--- config.mk ---
export PLATFORM = sky130hd
export DESIGN_NAME = msks_ctrl
export DESIGN_NICKNAME = d
export VERILOG_FILES = /design/src/hdl/msks_pkg.sv /design/src/hdl/msks_ctrl.sv
export VERILOG_INCLUDE_DIRS = /design/src /design/src/hdl
export SDC_FILE = /design/constraint.sdc
export NUM_CORES = 1
export LEC_CHECK = 0
export ABC_AREA = 1
export BUFFER_PORTS_ARGS = -buffer_cell sky130_fd_sc_hd__clkbuf_2
export CORE_AREA = 3 3 40 42
export DETAILED_ROUTE_END_ITERATION = 16
export DIE_AREA = 0 0 43 45
export PLACE_DENSITY_LB_ADDON = 0.15
export SYNTH_ARGS = -nofsm -noshare
export SYNTH_HDL_FRONTEND = slang
export SYNTH_SLANG_ARGS = --single-unit
--- constraint.sdc ---
create_clock -name clock -period 2.1 [get_ports clock]
set_input_delay 0.105 -clock clock [delete_from_list [all_inputs] [get_ports clock]]
set_output_delay 0.105 -clock clock [all_outputs]
set_load 0.05 [all_outputs]
--- src/hdl/multiple_sieve_kth_smallest_set_defines.svh ---
// Assertion macros shared by the sieve set RTL.
// Depends on nothing; included by the modules that carry checks.
`ifndef MULTIPLE_SIEVE_KTH_SMALLEST_SET_DEFINES_SVH
`define MULTIPLE_SIEVE_KTH_SMALLEST_SET_DEFINES_SVH

`ifndef SYNTH
// Same-cycle implication.
`define MSKS_ASSERT_NOW(lbl, clk, rst, ante, cons) \
   lbl: assert property (@(posedge clk) disable iff (rst) (ante) |-> (cons)) \
      else $error("sieve set check failed");
// Next-cycle implication.
`define MSKS_ASSERT_NEXT(lbl, clk, rst, ante, cons) \
   lbl: assert property (@(posedge clk) disable iff (rst) (ante) |=> (cons)) \
      else $error("sieve set check failed");
`else
`define MSKS_ASSERT_NOW(lbl, clk, rst, ante, cons)
`define MSKS_ASSERT_NEXT(lbl, clk, rst, ante, cons)
`endif

`endif

--- src/hdl/msks_pkg.sv ---
// Package for the sieve set: widths, beat structs, controller command/status.
// Depends on nothing.
`default_nettype none

package msks_pkg;

   localparam int VALUE_BITS = 16;
   localparam int LEAF_COUNT = 2 ** VALUE_BITS;
   localparam int FIELD_W    = 16;
   localparam int CNT_W      = VALUE_BITS + 1;
   localparam int RANK_W     = (CNT_W > FIELD_W) ? CNT_W : FIELD_W;
   localparam int PAD_W      = (VALUE_BITS > FIELD_W) ? VALUE_BITS : FIELD_W;

   typedef struct packed {
      logic [FIELD_W-1:0] divisor;
      logic [FIELD_W-1:0] rank;
   } req_type;

   typedef struct packed {
      logic [FIELD_W-1:0] kth_value;
      logic               found;
   } rsp_type;

   // Commands from the controller, at most two set in one cycle.
   typedef struct packed {
      logic load;
      logic clr;
      logic start_mult;
      logic mark;
      logic next_mult;
      logic up;
      logic root_read;
      logic start_desc;
      logic desc;
      logic miss;
      logic emit;
   } cmd_type;

   // Status from the datapath.
   typedef struct packed {
      logic div_ok;
      logic mult_removed;
      logic mult_last;
      logic node_root;
      logic rank_ok;
      logic desc_last;
      logic clr_done;
      logic can_emit;
   } sts_type;

endpackage

`default_nettype wire

--- src/hdl/msks_ctrl.sv ---
// Controller of the sieve set: sequences clearing, sieving, ancestor updates and descent.
// Depends on msks_pkg and the assertion macro header.
`default_nettype none
`include "multiple_sieve_kth_smallest_set_defines.svh"

module msks_ctrl import msks_pkg::*; (
   input  logic    clock,
   input  logic    reset,
   input  logic    req_valid,
   output logic    req_stall,
   output cmd_type cmd,
   input  sts_type sts
);

   localparam logic [3:0] S_CLEAR = 4'd0;
   localparam logic [3:0] S_IDLE  = 4'd1;
   localparam logic [3:0] S_DCHK  = 4'd2;
   localparam logic [3:0] S_MCHK  = 4'd3;
   localparam logic [3:0] S_UP    = 4'd4;
   localparam logic [3:0] S_QROOT = 4'd5;
   localparam logic [3:0] S_QCHK  = 4'd6;
   localparam logic [3:0] S_DESC  = 4'd7;
   localparam logic [3:0] S_DONE  = 4'd8;

   logic [3:0] state_ff, state_in;

   always_comb begin
      cmd      = '0;
      state_in = state_ff;
      case (state_ff)
         S_CLEAR: begin
            cmd.clr = 1'b1;
            if (sts.clr_done) begin
               state_in = S_IDLE;
            end
         end
         S_IDLE: begin
            if (req_valid) begin
               cmd.load = 1'b1;
               state_in = S_DCHK;
            end
         end
         S_DCHK: begin
            if (sts.div_ok) begin
               cmd.start_mult = 1'b1;
               state_in       = S_MCHK;
            end else begin
               state_in = S_QROOT;
            end
         end
         S_MCHK: begin
            if (!sts.mult_removed) begin
               cmd.mark = 1'b1;
               state_in = S_UP;
            end else begin
               cmd.next_mult = 1'b1;
               if (sts.mult_last) begin
                  state_in = S_QROOT;
               end
            end
         end
         S_UP: begin
            cmd.up = 1'b1;
            if (sts.node_root) begin
               cmd.next_mult = 1'b1;
               state_in      = sts.mult_last ? S_QROOT : S_MCHK;
            end
         end
         S_QROOT: begin
            cmd.root_read = 1'b1;
            state_in      = S_QCHK;
         end
         S_QCHK: begin
            if (sts.rank_ok) begin
               cmd.start_desc = 1'b1;
               state_in       = S_DESC;
            end else begin
               cmd.miss = 1'b1;
               state_in = S_DONE;
            end
         end
         S_DESC: begin
            cmd.desc = 1'b1;
            if (sts.desc_last) begin
               state_in = S_DONE;
            end
         end
         S_DONE: begin
            if (sts.can_emit) begin
               cmd.emit = 1'b1;
               state_in = S_IDLE;
            end
         end
         default: begin
            state_in = S_IDLE;
         end
      endcase
   end

   always_ff @(posedge clock) begin
      if (reset) begin
         state_ff <= S_CLEAR;
      end else begin
         state_ff <= state_in;
      end
   end

   assign req_stall = (state_ff != S_IDLE);

   `MSKS_ASSERT_NEXT(a_clear_once, clock, reset, state_ff != S_CLEAR, state_ff != S_CLEAR)
   `MSKS_ASSERT_NOW(a_emit_free, clock, reset, cmd.emit, sts.can_emit)
   `MSKS_ASSERT_NEXT(a_load_check, clock, reset, cmd.load, state_ff == S_DCHK)

endmodule

`default_nettype wire

==> flow_summary.ini, run 1 <==
[run_status]
status = complete, no violations

[cts]
cts_tree = done
cts_root_buf = clkbuf_4
cts_max_level = 1
hold_buffers = 0
clock_path_buffers = 2
post_cts_resized = 0
clk_pin_slew_ps = 30
clock-sinks = 4
cts_setup_buffers = 0
numCtsBuffers = 3
clock_latency_ps = 230

[layout]
regArea_um2 = 80.1
regMostFlops = state_ff
multi_input_area_um2 = 327
n_antenna_cell = 0
drive_gt1_share_pct = 36.0
largest_reg_flops = 4
synthToLayoutAreaGrowth_pct = 35.5
fill_cells = 160
fin_area_um2 = 626
final_core_util_pct = 48.7
reg_top3 = state_ff (4)
nets = 124

[synthesis]
synth_top_area_share_pct = 17.3
synth_async_sr_flop_share_pct = 0
synth_seq_cells = 4
synth_area_leaders = dfxtp_1 (17%), inv_1 (14%), nand2_1 (14%)
syn_area_per_cell_um2 = 5.37
yosysUniqueCellTypes = 16
syn_area_um2 = 462
synth_edf_count = 0
ys_seq_area_share_pct = 17.3
syn_nets = 97
synth_top_cells_by_count = inv_1 (17), nand2_1 (17), nor2_1 (14)
yosysWarnings = 0
synth_largest_area_cell = dfxtp_1
synth_ff_type = dfxtp_1
synth_cells = 86

[drt]
wirelength_mm = 1.22
dr.max_layer_used = met4
wl_per_cell_um = 9.65
drt-pass1-iter-count = 4
drc = 0
vias = 590
antenna_left = 0
vias_per_cell = 4.68
route.met2.wl_um = 580
route.met3.wl_um = 64
wl_met1_um = 542
drtIter0Drc = 10

[global_routing]
gr-usage-all-layers_pct = 14.4
grt_first_pass_wirelength_mm = 2.07
overflow = 0
antenna_found_initial = 0
grt_max_degree = 9
grt_pass1_vias = 549

[timing]
max_slew_margin_pct = 77.5
fin_skew_ps = 0.810
tightest_slew_ps = 336
post-route-min-period_ps = 1620
slew_viol_final = 0
fin_crit_sh_pct = 77.0
max_freq_ghz = 0.618
tns_ps = 0
rsz0062_at_grt = false
setup_violations = 0
hold_viol = 0

[die]
io-pin-count = 23
num_rows = 13
dieHeight_um = 45
die_x_um = 43
die-area_um2 = 1940
coreArea_um2 = 1280
start_util_pct = 35.9

[critical_path]
start_kind = flop
reg2reg_from = state_ff[3]$_SDFFE_PP0P_
crit_fanout = 8
timing.critical_path.from = state_ff[3]$_SDFFE_PP0P_
r2r-end = state_ff[0]$_SDFFE_PP0P_
reg2reg_depth = 9
r2r_setup_slack_ps = 770
required_ps = 2000
cp-end-kind = primary output
critical_path_arrival_ps = 1510
criticalPathCategory = reg -> out
crit_path_end = cmd[6]

[pwr]
power_density_nw_per_um2 = 1480
vdd_drop_max_uv = 704
leakage_nw = 0.392

[job]
maxCapViolations = 0

[place]
dpl.hpwl_mm = 1.07
place_area_um2 = 603
io_buffers = 22
routabilityCongestion = 0.836

[worst_hold_path]
min_path_type = in -> reg
==> power by group <==
group / switching (W) / total, W / internal [W]
Clock: 0.0000274 / 0.0000910 / 0.0000636
Sequential: 0.0000473 / 0.000155 / 0.000108
Combinational: 0.000486 / 0.000677 / 0.000190
Total: 0.000561 / 0.000923 / 0.000362
==> through the flow <==
step | hold WS, ps | worst slack, ps | total power (W) | cells
after floorplan | 284 | 142 | 0.000702 | 86
after global placement | 394 | 756 | 0.000837 | 123
after detailed placement | 404 | 721 | 0.000837 | 123
after CTS | 155 | 473 | 0.000936 | 126
after global routing | 170 | 359 | 0.00101 | 126
final | 162 | 483 | 0.000923 | 126
==> metal layers <==
layer,vias up,track usage (%)
met5,-,0
met4,0,12.7
met3,4,2.39
met2,15,23.4
met1,249,16.3
li1,322,-
==> worst min path at each step <==
stage	slack, ps	cells past startpoint	endpoint	from
floorplan	280	3	state_ff[3]$_SDFFE_PP0P_	reset
finish	160	4	state_ff[1]$_SDFFE_PP0P_	reset
global placement	390	4	state_ff[1]$_SDFFE_PP0P_	reset
global route	170	4	state_ff[1]$_SDFFE_PP0P_	reset
CTS	150	4	state_ff[1]$_SDFFE_PP0P_	reset
detailed placement	400	4	state_ff[1]$_SDFFE_PP0P_	reset
==> final cells by class <==
class | count | area share (%)
Clock buffer | 3 | 3.60
Inverter | 18 | 10.8
Multi-Input combinational cell | 64 | 52.2
Sequential cell | 4 | 12.8
Tap cell | 15 | 3.00
Timing Repair Buffer | 22 | 17.6
==> critical path, stage by stage (launching register included) <==
cell	delay (ps)
dfxtp_1	380
nor2_2	300
nand2_1	160
o22ai_2	160
clkbuf_2	290
==> cells by family after synthesis <==
group | after synthesis | share of synthesized area (%)
AOI/OAI and AO/OA | 6 | 7.32
buffers and inverters | 18 | 14.6
DFF | 4 | 17.3
and+or+nand+nor | 58 | 60.7
==> cells in the final DEF (no fill, tap or decap) <==
master / count
nand4_1: 2
inv_2: 1
nor2_2: 5
clkbuf_4: 3
clkbuf_2: 22
nand2_2: 5
nor2_1: 14
nand3b_2: 1
a21oi_1: 4
inv_1: 17
nand2_1: 17
nor3_1: 1
nor4_2: 1
dfxtp_1: 4
nor2_4: 1
o22ai_2: 1
o211ai_1: 1
nand3_1: 11
Power figures use the tool's default switching activity.
==> run 2: changes to the inputs <==
ABC_AREA = 0   (was 1)
clock period = 1.6 ns   (was 2.1 ns; I/O delays follow)
==> flow_summary.ini, run 2 <==
[drt]
wl_per_cell_um = 10.7
vias_per_cell = 4.91
wirelength_mm = 1.21
drt-pass1-iter-count = 4
antenna_left = 0
drc = 0
vias = 555
drtIter0Drc = 3

[layout]
final_cell_mix = clkbuf_2 (17), buf_4 (13), nand2_1 (9)
nets = 111
n_antenna_cell = 0
layout_commonest_cell = clkbuf_2
largest_reg_flops = 4
drive_gt1_share_pct = 55.1
regArea_um2 = 88.8
fin_area_um2 = 739
synthToLayoutAreaGrowth_pct = 67.9
multi_input_area_um2 = 357
regMostFlops = state_ff
reg_top3 = state_ff (4)
fill_cells = 136

[die]
io-pin-count = 23
coreArea_um2 = 1280
die-area_um2 = 1940
die_x_um = 43
num_rows = 13
dieHeight_um = 45
start_util_pct = 34.3

[cts]
clock_path_buffers = 2
cts_root_buf = clkbuf_4
clock_latency_ps = 240
cts_tree = done
clk_pin_slew_ps = 40
hold_buffers = 0
numCtsBuffers = 3
clock-sinks = 4
cts_max_level = 1

[synthesis]
synth_async_sr_flop_share_pct = 0
synth_most_common_cell = nand2_1
syn_nets = 76
synth_edf_count = 0
yosysWarnings = 0
syn_area_um2 = 440
synth_top_cells_by_count = nand2_1 (9), nor2_1 (8), a21oi_1 (4), dfxtp_1 (4)
synth_area_leaders = dfxtp_1 (18%), nand2_1 (7.7%), nor2_1 (6.8%)
synth_cells = 65
synth_ff_type = dfxtp_1
syn_area_per_cell_um2 = 6.78
synth_largest_area_cell = dfxtp_1
synth_top_area_share_pct = 18.2
yosysUniqueCellTypes = 30
synth_seq_cells = 4
ys_seq_area_share_pct = 18.2

[global_routing]
grt_max_degree = 8
antenna_found_initial = 0
gr-usage-all-layers_pct = 13.9
grt_first_pass_wirelength_mm = 2.01
overflow = 0
grt_pass1_vias = 499

[pwr]
power_density_nw_per_um2 = 1340
vdd_drop_max_uv = 597
leakage_nw = 0.354

[timing]
post-route-min-period_ps = 1540
max_freq_ghz = 0.649
setup_violations = 0
fin_crit_sh_pct = 96.3
fin_skew_ps = 6.80
rsz0062_at_grt = false
hold_viol = 0
slew_viol_final = 0
fin_hold_ws_ps = 37.6
setup_slack_ps = 58.6
max_slew_margin_pct = 81.6
tns_ps = 0
tightest_slew_ps = 278

[place]
dpl.hpwl_um = 981
routabilityCongestion = 0.811
pre_cts_ws_ps = 33.1
place_area_um2 = 646
io_buffers = 22

[critical_path]
criticalPathCategory = reg -> out
required_ps = 1520
critical_path_arrival_ps = 1460
crit_fanout = 5
cp-end-kind = primary output
start_kind = flop

[job]
maxCapViolations = 0

[run_status]
status = complete, no violations

[worst_hold_path]
min_path_type = in -> reg
## run 2: cell count changes after synthesis, moves of 3 or more
cell     delta
inv_1      -14
nand2_1     -8
nand3_1     -8
nor2_1      -6
nand2_2     -5
nor2_2      -5
buf_2       +3
nor2b_1     +3
## run 2: layout make-up
class,instances,share of cell area [%]
Sequential cell,4,12.0
Inverter,4,2.03
Clock buffer,3,3.05
Tap cell,15,2.54
Multi-Input combinational cell,52,48.2
Timing Repair Buffer,35,32.1
## run 2: repair_timing
action | CTS | global route
pin swaps | 0 | 6
setup buffers | 0 | 2
gates resized for setup | 9 | 12
setup endpoints to repair | 5 | 6
## run 2: critical path, cell delays in order, from the launching register on
cell	delay (ps)
dfxtp_4	350
buf_6	120
or2_4	270
o22a_1	210
nor2_2	130
buf_8	150
## run 2: worst paths after layout
kind                            start  cells past startpoint  slack (ps)                  endpoint
max          state_ff[1]$_SDFFE_PP0P_                      5          60                    cmd[6]
min                             reset                      2          40  state_ff[3]$_SDFFE_PP0P_
max reg2reg  state_ff[3]$_SDFFE_PP0P_                      5          80  state_ff[1]$_SDFFE_PP0P_
min reg2reg  state_ff[3]$_SDFFE_PP0P_                      2         610  state_ff[0]$_SDFFE_PP0P_
## run 2: stage by stage
stage	util [%]	instances	total power, W
after floorplan	-	65	0.000636
after global placement	50.2	108	0.000800
after detailed placement	50.2	108	0.000798
after CTS	54.2	111	0.000950
after global routing	57.5	113	0.00107
final	57.5	113	0.000994
## run 2: cell families (layout without fill, tap and decap cells)
| logic type | Yosys count | after routing | share of synthesized area [%] |
|---|---|---|---|
| compound gates | 14 | 14 | 23.6 |
| xor+xnor | 1 | 1 | 1.99 |
| buf+inv | 9 | 42 | 10.2 |
| flops | 4 | 4 | 18.2 |
| mux | 3 | 3 | 7.10 |
| simple gates | 34 | 34 | 38.9 |
## run 2: metal layers
layer	up-vias	track usage [%]	part of all wire [%]
li1	296	-	-
met1	239	15.1	41
met2	20	24.9	52
met3	0	5.98	7.2
met4	0	3.61	0
met5	-	0	0
## run 2: power breakdown
part	switching [W]	total [W]	internal [W]
Combinational	0.000413	0.000710	0.000297
Clock	0.0000410	0.000125	0.0000838
Sequential	0.0000311	0.000158	0.000127
Total	0.000486	0.000994	0.000508
